**config.mk**
```make
export PLATFORM = sky130hd
export DESIGN_NAME = rxya_queue
export DESIGN_NICKNAME = d
export VERILOG_FILES = /design/src/rtl/rxya_pkg.sv /design/src/rtl/rxya_queue.sv
export SDC_FILE = /design/constraint.sdc
export NUM_CORES = 1
export LEC_CHECK = 0
export BUFFER_PORTS_ARGS = -buffer_cell sky130_fd_sc_hd__buf_4
export CAP_MARGIN = 15
export CORE_ASPECT_RATIO = 1.2
export CORE_MARGIN = 10
export CORE_UTILIZATION = 42
export CTS_CLUSTER_SIZE = 16
export DETAILED_ROUTE_END_ITERATION = 8
export PLACE_DENSITY_LB_ADDON = 0.3
export SYNTH_ARGS = -nofsm -noshare
export SYNTH_HDL_FRONTEND = slang
export SYNTH_SLANG_ARGS = --single-unit
```
**constraint.sdc**
```tcl
create_clock -name clock -period 46.2 [get_ports clock]
set_clock_uncertainty 0.05 [all_clocks]
set_input_delay 4.62 -clock clock [delete_from_list [all_inputs] [get_ports clock]]
set_output_delay 4.62 -clock clock [all_outputs]
set_load 0.05 [all_outputs]
```
**src/rtl/rxya_pkg.sv**
```systemverilog
`timescale 1ns / 1ps
package rxya_pkg;

   // Number of recognized plane-angle units; codes at or above it are invalid.
   localparam int UNIT_COUNT = 14;

   // Per-unit description: radian based, multiplier and divisor of the turn count.
   localparam logic UNIT_RADIAN [UNIT_COUNT] = '{
      1'b1, 1'b0, 1'b0, 1'b0, 1'b0, 1'b0, 1'b1,
      1'b0, 1'b0, 1'b1, 1'b1, 1'b0, 1'b0, 1'b1
   };
   localparam logic [31:0] UNIT_MUL [UNIT_COUNT] = '{
      32'd1, 32'd1, 32'd1, 32'd1, 32'd1, 32'd1, 32'd1000,
      32'd1, 32'd1, 32'd1000000, 32'd1, 32'd1, 32'd1, 32'd1
   };
   localparam logic [31:0] UNIT_DIV [UNIT_COUNT] = '{
      32'd1, 32'd1296000000, 32'd4000000, 32'd40000, 32'd360, 32'd400, 32'd1,
      32'd6400, 32'd21600, 32'd1, 32'd1000, 32'd1, 32'd1296000, 32'd1000000
   };

   // 1/(2*pi) in Q0.192.
   localparam logic [191:0] INV_TWO_PI =
      192'h28BE60DB9391054A7F09D5F47D4D377036D8A5664F10E410;

   // Item handed from the front end to the rotation pipeline.
   typedef struct packed {
      logic signed [63:0] x;
      logic signed [63:0] y;
      logic [63:0]        z;
      logic               err;
   } item_type;

   // Restoring long division of a wide value by a 32-bit value.
   function automatic logic [223:0] div_wide(input logic [223:0] n, input logic [31:0] d);
      logic [223:0] q;
      logic [32:0]  r;
      q = '0;
      r = '0;
      for (int b = 223; b >= 0; b--) begin
         r = {r[31:0], n[b]};
         if (r >= {1'b0, d}) begin
            r = r - {1'b0, d};
            q[b] = 1'b1;
         end
      end
      return q;
   endfunction

   // Restoring long division of 64-bit values.
   function automatic logic [63:0] div64(input logic [63:0] n, input logic [63:0] d);
      logic [63:0] q;
      logic [64:0] r;
      q = '0;
      r = '0;
      for (int b = 63; b >= 0; b--) begin
         r = {r[63:0], n[b]};
         if (r >= {1'b0, d}) begin
            r = r - {1'b0, d};
            q[b] = 1'b1;
         end
      end
      return q;
   endfunction

   // Fraction of a turn per angle LSB for one unit, Q0.128, rounded to nearest.
   function automatic logic [127:0] unit_k(input int u);
      logic [223:0] n;
      logic [223:0] q;
      if (UNIT_RADIAN[u]) begin
         n = 224'(INV_TWO_PI) * 224'(UNIT_MUL[u]);
      end else begin
         n = 224'(UNIT_MUL[u]) << 192;
      end
      q = div_wide(n, UNIT_DIV[u]);
      return q[207:80] + 128'(q[79]);
   endfunction

   localparam logic [127:0] UNIT_K [UNIT_COUNT] = '{
      unit_k(0), unit_k(1), unit_k(2), unit_k(3), unit_k(4), unit_k(5), unit_k(6),
      unit_k(7), unit_k(8), unit_k(9), unit_k(10), unit_k(11), unit_k(12), unit_k(13)
   };

   // Micro-rotation angle atan(2^-i) in Q0.64 turns.
   function automatic logic [63:0] atan_turns(input int i);
      logic [63:0]  sum;
      logic [63:0]  term;
      logic [127:0] p;
      sum = '0;
      if (i == 0) begin
         return 64'h2000_0000_0000_0000;
      end
      for (int k = 0; i * (2 * k + 1) < 64; k++) begin
         term = div64(64'd1 << (64 - i * (2 * k + 1)), 64'(2 * k + 1));
         if (k % 2 == 1) begin
            sum = sum - term;
         end else begin
            sum = sum + term;
         end
      end
      p = 128'(sum) * 128'(64'h28BE60DB9391054A);
      return p[127:64];
   endfunction

   // Inverse CORDIC gain over the given number of stages, Q0.32.
   function automatic logic [31:0] inv_gain(input int stages);
      logic [63:0]  g;
      logic [63:0]  c;
      logic [63:0]  t;
      logic [127:0] p;
      g = 64'd1 << 62;
      c = '0;
      for (int i = 0; i < stages; i++) begin
         g = g + (g >> (2 * i));
      end
      for (int b = 31; b >= 0; b--) begin
         t = c | (64'd1 << b);
         p = 128'(t * t) * 128'(g);
         if (p[127:64] < (64'd1 << 62)) begin
            c = t;
         end
      end
      return c[31:0];
   endfunction

endpackage

```
**src/rtl/rxya_queue.sv**
```systemverilog
`timescale 1ns / 1ps
module rxya_queue (
   input  logic                 clock,
   input  logic                 reset,
   input  logic                 push,
   input  rxya_pkg::item_type   push_item,
   output logic                 pop,
   output rxya_pkg::item_type   pop_item,
   output logic                 full
);
   import rxya_pkg::*;

   localparam int DEPTH = 4;

   item_type   mem_ff [DEPTH];
   logic [1:0] wr_ptr_ff, rd_ptr_ff;
   logic [2:0] count_ff, count_in;

   // The rotation pipeline never stalls, so it takes an entry whenever one waits.
   assign pop      = (count_ff != 3'd0);
   assign full     = (count_ff == 3'(DEPTH));
   assign pop_item = mem_ff[rd_ptr_ff];
   assign count_in = count_ff + 3'(push) - 3'(pop);

   always_ff @(posedge clock) begin
      if (reset) begin
         wr_ptr_ff <= '0;
         rd_ptr_ff <= '0;
         count_ff  <= '0;
      end else begin
         wr_ptr_ff <= wr_ptr_ff + 2'(push);
         rd_ptr_ff <= rd_ptr_ff + 2'(pop);
         count_ff  <= count_in;
      end
      if (push) begin
         mem_ff[wr_ptr_ff] <= push_item;
      end
   end

endmodule

```
# Yosys cells after proc, flatten, opt, wreduce, memory -nomap -nowiden
# Memory sizes are Yosys's and may differ from the RTL's. A register that Yosys moved wholly into a read port is not among the register bits.
# Cells that the tools add are included.
# W data, S select, Z words.
dict set report classes {
  addsub 4
  n_eq_ne 1
  mux 3
  n_reduce_logical 1
}
# cell n
set ops {}
lappend ops {{$add A2 B1 Y2} 2}
lappend ops {{$add A3 B1 Y3} 1}
lappend ops {{$eq A3 B3 Y1 const B} 1}
lappend ops {{$reduce_bool A3 Y1} 1}
lappend ops {{$sub A3 B1 Y3} 1}
lappend ops {{$mux W1} 2}
lappend ops {{$mux W2} 1}
dict set report totals {
  register_bits 7
  ram_bits 772
  input_bits 196
  word_cells 13
  memories 1
}
# name words width read_ports rd_ports_with_merged_regs wr line_no
set memory_table {}
lappend memory_table {mem_ff 4 193 1 1 1 rxya_queue.sv:15} ;# item_type mem_ff [DEPTH];

# Longest topological paths before layout
# Gate-level depths: netlist (run 1).
dict set report depth {
  word_depth 3
  depth_mapped 7
}

# Worst setup path after synthesis (run 1)
# No wires, ideal clock.
dict set report synth_timing {
  path_type {in2reg}
  from {input push}
  to {memory mem_ff[0][0] (netlist name) (enable)}
  setup_ns 1.020
  t_arrival_ns 18.367
  required_ns 45.130
  setup_slack_ns 26.763
  path_stages 1
  path_buffers 0
  path_cell_list {nor3b_1}
}
dict set report synth_via {
  elab_chain_len 2
}
# item line_no
set synth_lines {}
lappend synth_lines {{start: declaration} rxya_queue.sv:5} ;# input logic push,
lappend synth_lines {{$mux W1} rxya_queue.sv:35} ;# if (push) begin
lappend synth_lines {{$mux W1 (implied by the code)} rxya_queue.sv:36} ;# mem_ff[wr_ptr_ff] <= push_item;
lappend synth_lines {{end: declaration} rxya_queue.sv:15}
# No other way between the ends.

==> impl_metrics.toml, run 1 <==
[setup_path]
critical_path.max_fanout = 48
worst_setup_path_start = "rd_ptr_ff[0]$_SDFF_PP0_"
critical_path_class = "flip-flop to primary output"
crit-reg2reg-capture = "mem_ff[3][26]$_DFFE_PP_"
crit_path_start_kind = "flip-flop"
worst_ep_required_time_ps = 41530
r2r_setup_slack_ps = 42950
worst-r2r-cell-count = 3
arrival_ps = 4220
worst_setup_path_end_kind = "primary output"
reg2reg_from = "wr_ptr_ff[1]$_SDFF_PP0_"

[layout]
layout-drive-gt1-share_pct = 46.31
area_delta_synth_final_pct = 22.20
final_cell_area_um2 = 34600
finalNetCount = 1685

[pwr]
p_per_area_nw_per_um2 = 62.36
report.power.total_w = 0.002158
p_leak_nw = 11.51
vdd_ir_drop_max_mv = 0.04317

[sta]
setup-violations-final = 0
hold_viol_final = 0
worstMarginPinSlew_ps = 1047
slew_violations = 0
max_freq_mhz = 112.5
final_period_minus_worst_setup_slack_ps = 8891
rsz0062_at_grt = "false"
final.setup.tns_ps = 0
finalHoldWorstSlack_ps = 586.4
timing.max_slew.rel_slack_pct = 30.20
final_min_period_over_clock_period_pct = 19.24

[place]
globalplace.congestion = 0.7138
placed_cell_area_um2 = 32110
port_buffer_count = 390
place_hpwl_mm = 36.52

[min_path]
hold_path_class = "flip-flop to flip-flop"
timing.hold.worst.start = "wr_ptr_ff[1]$_SDFF_PP0_"
endpoint_with_the_worst_hold_slack = "wr_ptr_ff[1]$_SDFF_PP0_"
cell_depth_of_the_worst_hold_path = 2

[routing]
antenna_violating_nets_post_route = 0
post_drt_via_cell_ratio = 5.136
routed_wl_mm = 59.01
drt-wirelength-per-cell_um = 24.11
drtPass1Iterations = 5
post_route_drc = 0
dr_total_vias = 12574
dr.first_iter.drc_count = 755

[clocking]
cts_buffers = 77
ctsHtreeMaxLevel = 3
clk_transition_reported_paths_ps = 70
maximum_clock_path_buffer_count = 3
cts_tree = "done"
cts-root-buf = "sky130_fd_sc_hd__clkbuf_16"
hold_buffers = 0
tritoncts_num_sinks = 779
cts_resized = 0
clk_latency_ps = 620
cts.repair_timing.setup_buffer_count = 0

[run]
max-cap-violations = 0

[synthesis]
syn-cell-area_um2 = 28310
synth_top_area_share_pct = 81.87
synth_sequential_area_ratio_pct = 82.37
yosys-top-cells-count = "772 x sky130_fd_sc_hd__edfxtp_1, 193 x sky130_fd_sc_hd__mux4_2, 20 x sky130_fd_sc_hd__buf_2"
yosys_reg_bits = 779
synth_cell_type_count = 20
syn-instance-count = 1042
yosysWarnings = 0
yosys.area.top_type = "sky130_fd_sc_hd__edfxtp_1"
synth_async_sr_flop_share_pct = 0
postSynthAreaPerCell_um2 = 27.17
synth_enable_flop_cells = 772
ys.flop_type = "sky130_fd_sc_hd__edfxtp_1"
synth_top_cells_by_area = "sky130_fd_sc_hd__edfxtp_1 82%, sky130_fd_sc_hd__mux4_2 15%, sky130_fd_sc_hd__buf_12 0.78%"
syn_nets = 1243
most_frequent_cell_after_synthesis = "sky130_fd_sc_hd__edfxtp_1"

[global_routing]
grt_use_total_pct = 15.13
grt_pass1_vias = 13650
grt_pass1_wl_mm = 89.62
grt_max_degree = 148
antenna_found_initial = 7
globalRoute.totalOverflow = 0

[floorplan]
die_x_um = 257.0
pin_count = 391
die-height_um = 304.4
start_util_pct = 42.25
die_area_um2 = 78240
design.core.area_um2 = 67010
row_cnt = 104

[status]
outcome = "complete, no violations"
critical path, stage by stage, from the launching register on:
cell and delay, ps:
sky130_fd_sc_hd__dfxtp_4 830, sky130_fd_sc_hd__buf_4 840, sky130_fd_sc_hd__buf_4 840, sky130_fd_sc_hd__mux4_2 620, sky130_fd_sc_hd__buf_4 210
area by class of cell:
| class | instances | area, µm² |
|---|---|---|
| inverter | 4 | 15.01 |
| sequential | 779 | 23330 |
| timing repair buffer | 407 | 3080 |
| multi-input combinational | 215 | 4558 |
| tap | 901 | 1127 |
| clock inverter | 48 | 457.9 |
| fill | 5236 | 32410 |
| antenna | 1 | 2.502 |
| clock buffer | 93 | 2029 |
flip-flops by register name, summed over array words and instances (netlist names):
name	count
rd_ptr_ff	2
count_ff	3
wr_ptr_ff	2
mem_ff	772
how the worst max path moves through the flow:
stage and endpoint:
3_3_place_gp pop_item[146], 2_1_floorplan mem_ff[0][0]$_DFFE_PP_, 4_1_cts pop_item[94], 3_5_place_dp pop_item[94], 6_report pop_item[146], 5_1_grt pop_item[146]
per-stage QoR:
stage	cells	utilization (%)	setup slack, ps
after global placement	2306	47.92	37830
after CTS	2447	51.63	37100
after detailed placement	2306	47.92	37800
after floorplan	1042	-	26760
after global routing	2447	51.63	36850
final	2448	51.63	37310
cells in the final DEF (no fill, tap or decap), types with 4 or more instances in the layout:
master	n
sky130_fd_sc_hd__nor2b_1	4
sky130_fd_sc_hd__edfxtp_1	772
sky130_fd_sc_hd__clkinv_1	17
sky130_fd_sc_hd__inv_1	4
sky130_fd_sc_hd__clkbuf_1	14
sky130_fd_sc_hd__clkinv_2	11
sky130_fd_sc_hd__mux4_2	193
sky130_fd_sc_hd__inv_6	5
sky130_fd_sc_hd__bufinv_16	7
sky130_fd_sc_hd__buf_4	405
sky130_fd_sc_hd__ha_1	4
sky130_fd_sc_hd__dfxtp_1	5
sky130_fd_sc_hd__clkbuf_16	79
metal layers:
layer  track usage, %  wire length [µm]
met1            19.86             23990
met2            23.30             28210
met3            5.721              5718
met4            4.214              1013
met5                0                81
cell families after synthesis:
logic type | Yosys count | synth area share [%]
DFF | 779 | 82.37
muxes | 193 | 15.35
buffers and inverters | 48 | 1.608
and+or+nand+nor | 14 | 0.2784
adders and majority gates | 5 | 0.2475
xor gates and xnor gates | 3 | 0.1458
power by group:
part           internal, W  switching, W  total [W]  leakage, nW
Sequential        0.000814     0.0000238   0.000838         7.15
Clock             0.000355      0.000258   0.000613         1.21
Combinational     0.000246      0.000461   0.000707         3.14
Total              0.00141      0.000743    0.00216         11.5
No activity file was read; power rests on OpenSTA's default activity.
==> inputs of run 2 (changes only) <==
- clock period: 46.2 -> 7.4 ns (I/O delays scaled with it)
==> impl_metrics.toml, run 2 (synthesized netlist as in run 1, its figures left out) <==
[floorplan]
die-height_um = 304.4
die_x_um = 257.0
die_area_um2 = 78240
design.core.area_um2 = 67010
start_util_pct = 42.25
row_cnt = 104
pin_count = 391

[status]
outcome = "complete, no violations"

[setup_path]
crit_path_start_kind = "flip-flop"
arrival_ps = 3150
critical_path_class = "flip-flop to primary output"
worst_ep_required_time_ps = 6610
worst_setup_path_end_kind = "primary output"
critical_path.max_fanout = 40

[global_routing]
globalRoute.totalOverflow = 0
antenna_found_initial = 14
grt_pass1_vias = 13469
grt_pass1_wl_mm = 88.18
grt_use_total_pct = 14.90
grt_max_degree = 144

[sta]
final_min_period_over_clock_period_pct = 53.31
rsz0062_at_grt = "false"
setup-violations-final = 0
final_period_minus_worst_setup_slack_ps = 3945
worstMarginPinSlew_ps = 1252
final.setup.tns_ps = 0
timing.max_slew.rel_slack_pct = 16.55
final_critical_path_setup_slack_ps = 3455
slew_violations = 0
max_freq_mhz = 253.5
hold_viol_final = 0

[routing]
dr.first_iter.drc_count = 749
dr_total_vias = 12558
routed_wl_mm = 58.60
antenna_violating_nets_post_route = 0
drt-wirelength-per-cell_um = 23.98
post_route_drc = 0
post_drt_via_cell_ratio = 5.138
drtPass1Iterations = 4

[clocking]
cts_tree = "done"
cts-root-buf = "sky130_fd_sc_hd__clkbuf_16"
clk_transition_reported_paths_ps = 60
cts_resized = 0
tritoncts_num_sinks = 779
hold_buffers = 0
maximum_clock_path_buffer_count = 3
clk_latency_ps = 600
cts_buffers = 79
ctsHtreeMaxLevel = 3
cts.repair_timing.setup_buffer_count = 0

[layout]
reg.largest.list = "mem_ff x772, count_ff x3"
postLayoutCoreUtil_pct = 51.56
multi_input_area_um2 = 4564
finalNetCount = 1683
largest_register_ffs = 772
area_delta_synth_final_pct = 22.02
layout.cells.most_common_list = "772 x sky130_fd_sc_hd__edfxtp_1, 398 x sky130_fd_sc_hd__buf_4, 193 x sky130_fd_sc_hd__mux4_2, 82 x sky130_fd_sc_hd__clkbuf_16, 19 x sky130_fd_sc_hd__clkbuf_1"
layout-drive-gt1-share_pct = 45.97
final_common_cell = "sky130_fd_sc_hd__edfxtp_1"
largest_register = "mem_ff"
register_cell_area_after_layout_um2 = 23330
final.fill_count = 5219

[min_path]
hold_path_class = "input port to flip-flop"

[pwr]
p_leak_nw = 11.46
vdd_ir_drop_max_mv = 0.2799
p_per_area_nw_per_um2 = 386.7

[place]
port_buffer_count = 390
globalplace.congestion = 0.7130
pre_cts_slack_ps = 3944
place_hpwl_mm = 34.57

[run]
max-cap-violations = 0
## run 2: cell count changes in the layout (fill, tap and decap cells not counted), moves of 2 or more
cell / previous run / this run
sky130_fd_sc_hd__buf_4: 405 / 398
sky130_fd_sc_hd__bufinv_16: 7 / 3
sky130_fd_sc_hd__buf_12: 2 / 5
sky130_fd_sc_hd__clkbuf_1: 14 / 19
sky130_fd_sc_hd__diode_2: 1 / 3
sky130_fd_sc_hd__clkinv_1: 17 / 14
sky130_fd_sc_hd__clkbuf_16: 79 / 82
## run 2: cell type report
cell class / instances / area share, %
antenna: 3 / 0.02173
clock buffer: 101 / 6.146
clock inverter: 38 / 0.8510
inverter: 4 / 0.04346
multi-input combinational: 215 / 13.21
sequential: 779 / 67.53
tap: 901 / 3.263
timing repair buffer: 403 / 8.938
## run 2: worst max-delay path, stage by stage (launching register included)
cell and delay (ps):
sky130_fd_sc_hd__dfxtp_4 880, sky130_fd_sc_hd__buf_4 750, sky130_fd_sc_hd__mux4_2 600, sky130_fd_sc_hd__buf_4 210
## run 2: report_power, final
part           switching [W]  internal, W  leakage (nW)
clock                0.00158      0.00214          1.18
sequential          0.000150      0.00509          7.15
combinational        0.00287      0.00153          3.13
## run 2: through the flow
step / total power, W / instances / area, µm² / hold WS [ps]
final: 0.01336 / 2444 / 34550 / 276.4
after global routing: 0.01391 / 2444 / 34550 / 241.2
after CTS: 0.01358 / 2441 / 34540 / 223.0
after detailed placement: 0.009826 / 2302 / 32120 / 599.5
after global placement: 0.009797 / 2302 / 32120 / 564.6
after floorplan: 0.008620 / 1042 / 28330 / 529.6
## run 2: per-layer routing
metal | GRT usage (%) | share of wire, % | vias up
met2 | 22.50 | 47 | 394
met4 | 5.261 | 2.6 | 22
li1 | - | - | 5425
met5 | 0 | 0.25 | -
met3 | 6.020 | 9.4 | 104
met1 | 19.25 | 41 | 6613
## run 2: path summary, 6_finish.rpt
kind         slack (ps)                        to                    start  cells past startpoint
max                3460             pop_item[192]  rd_ptr_ff[0]$_SDFF_PP0_                      3
min                 280  mem_ff[0][189]$_DFFE_PP_           push_item[189]                      1
max reg2reg        4580  mem_ff[2][125]$_DFFE_PP_  wr_ptr_ff[1]$_SDFF_PP0_                      2
min reg2reg         610   wr_ptr_ff[1]$_SDFF_PP0_  wr_ptr_ff[1]$_SDFF_PP0_                      2
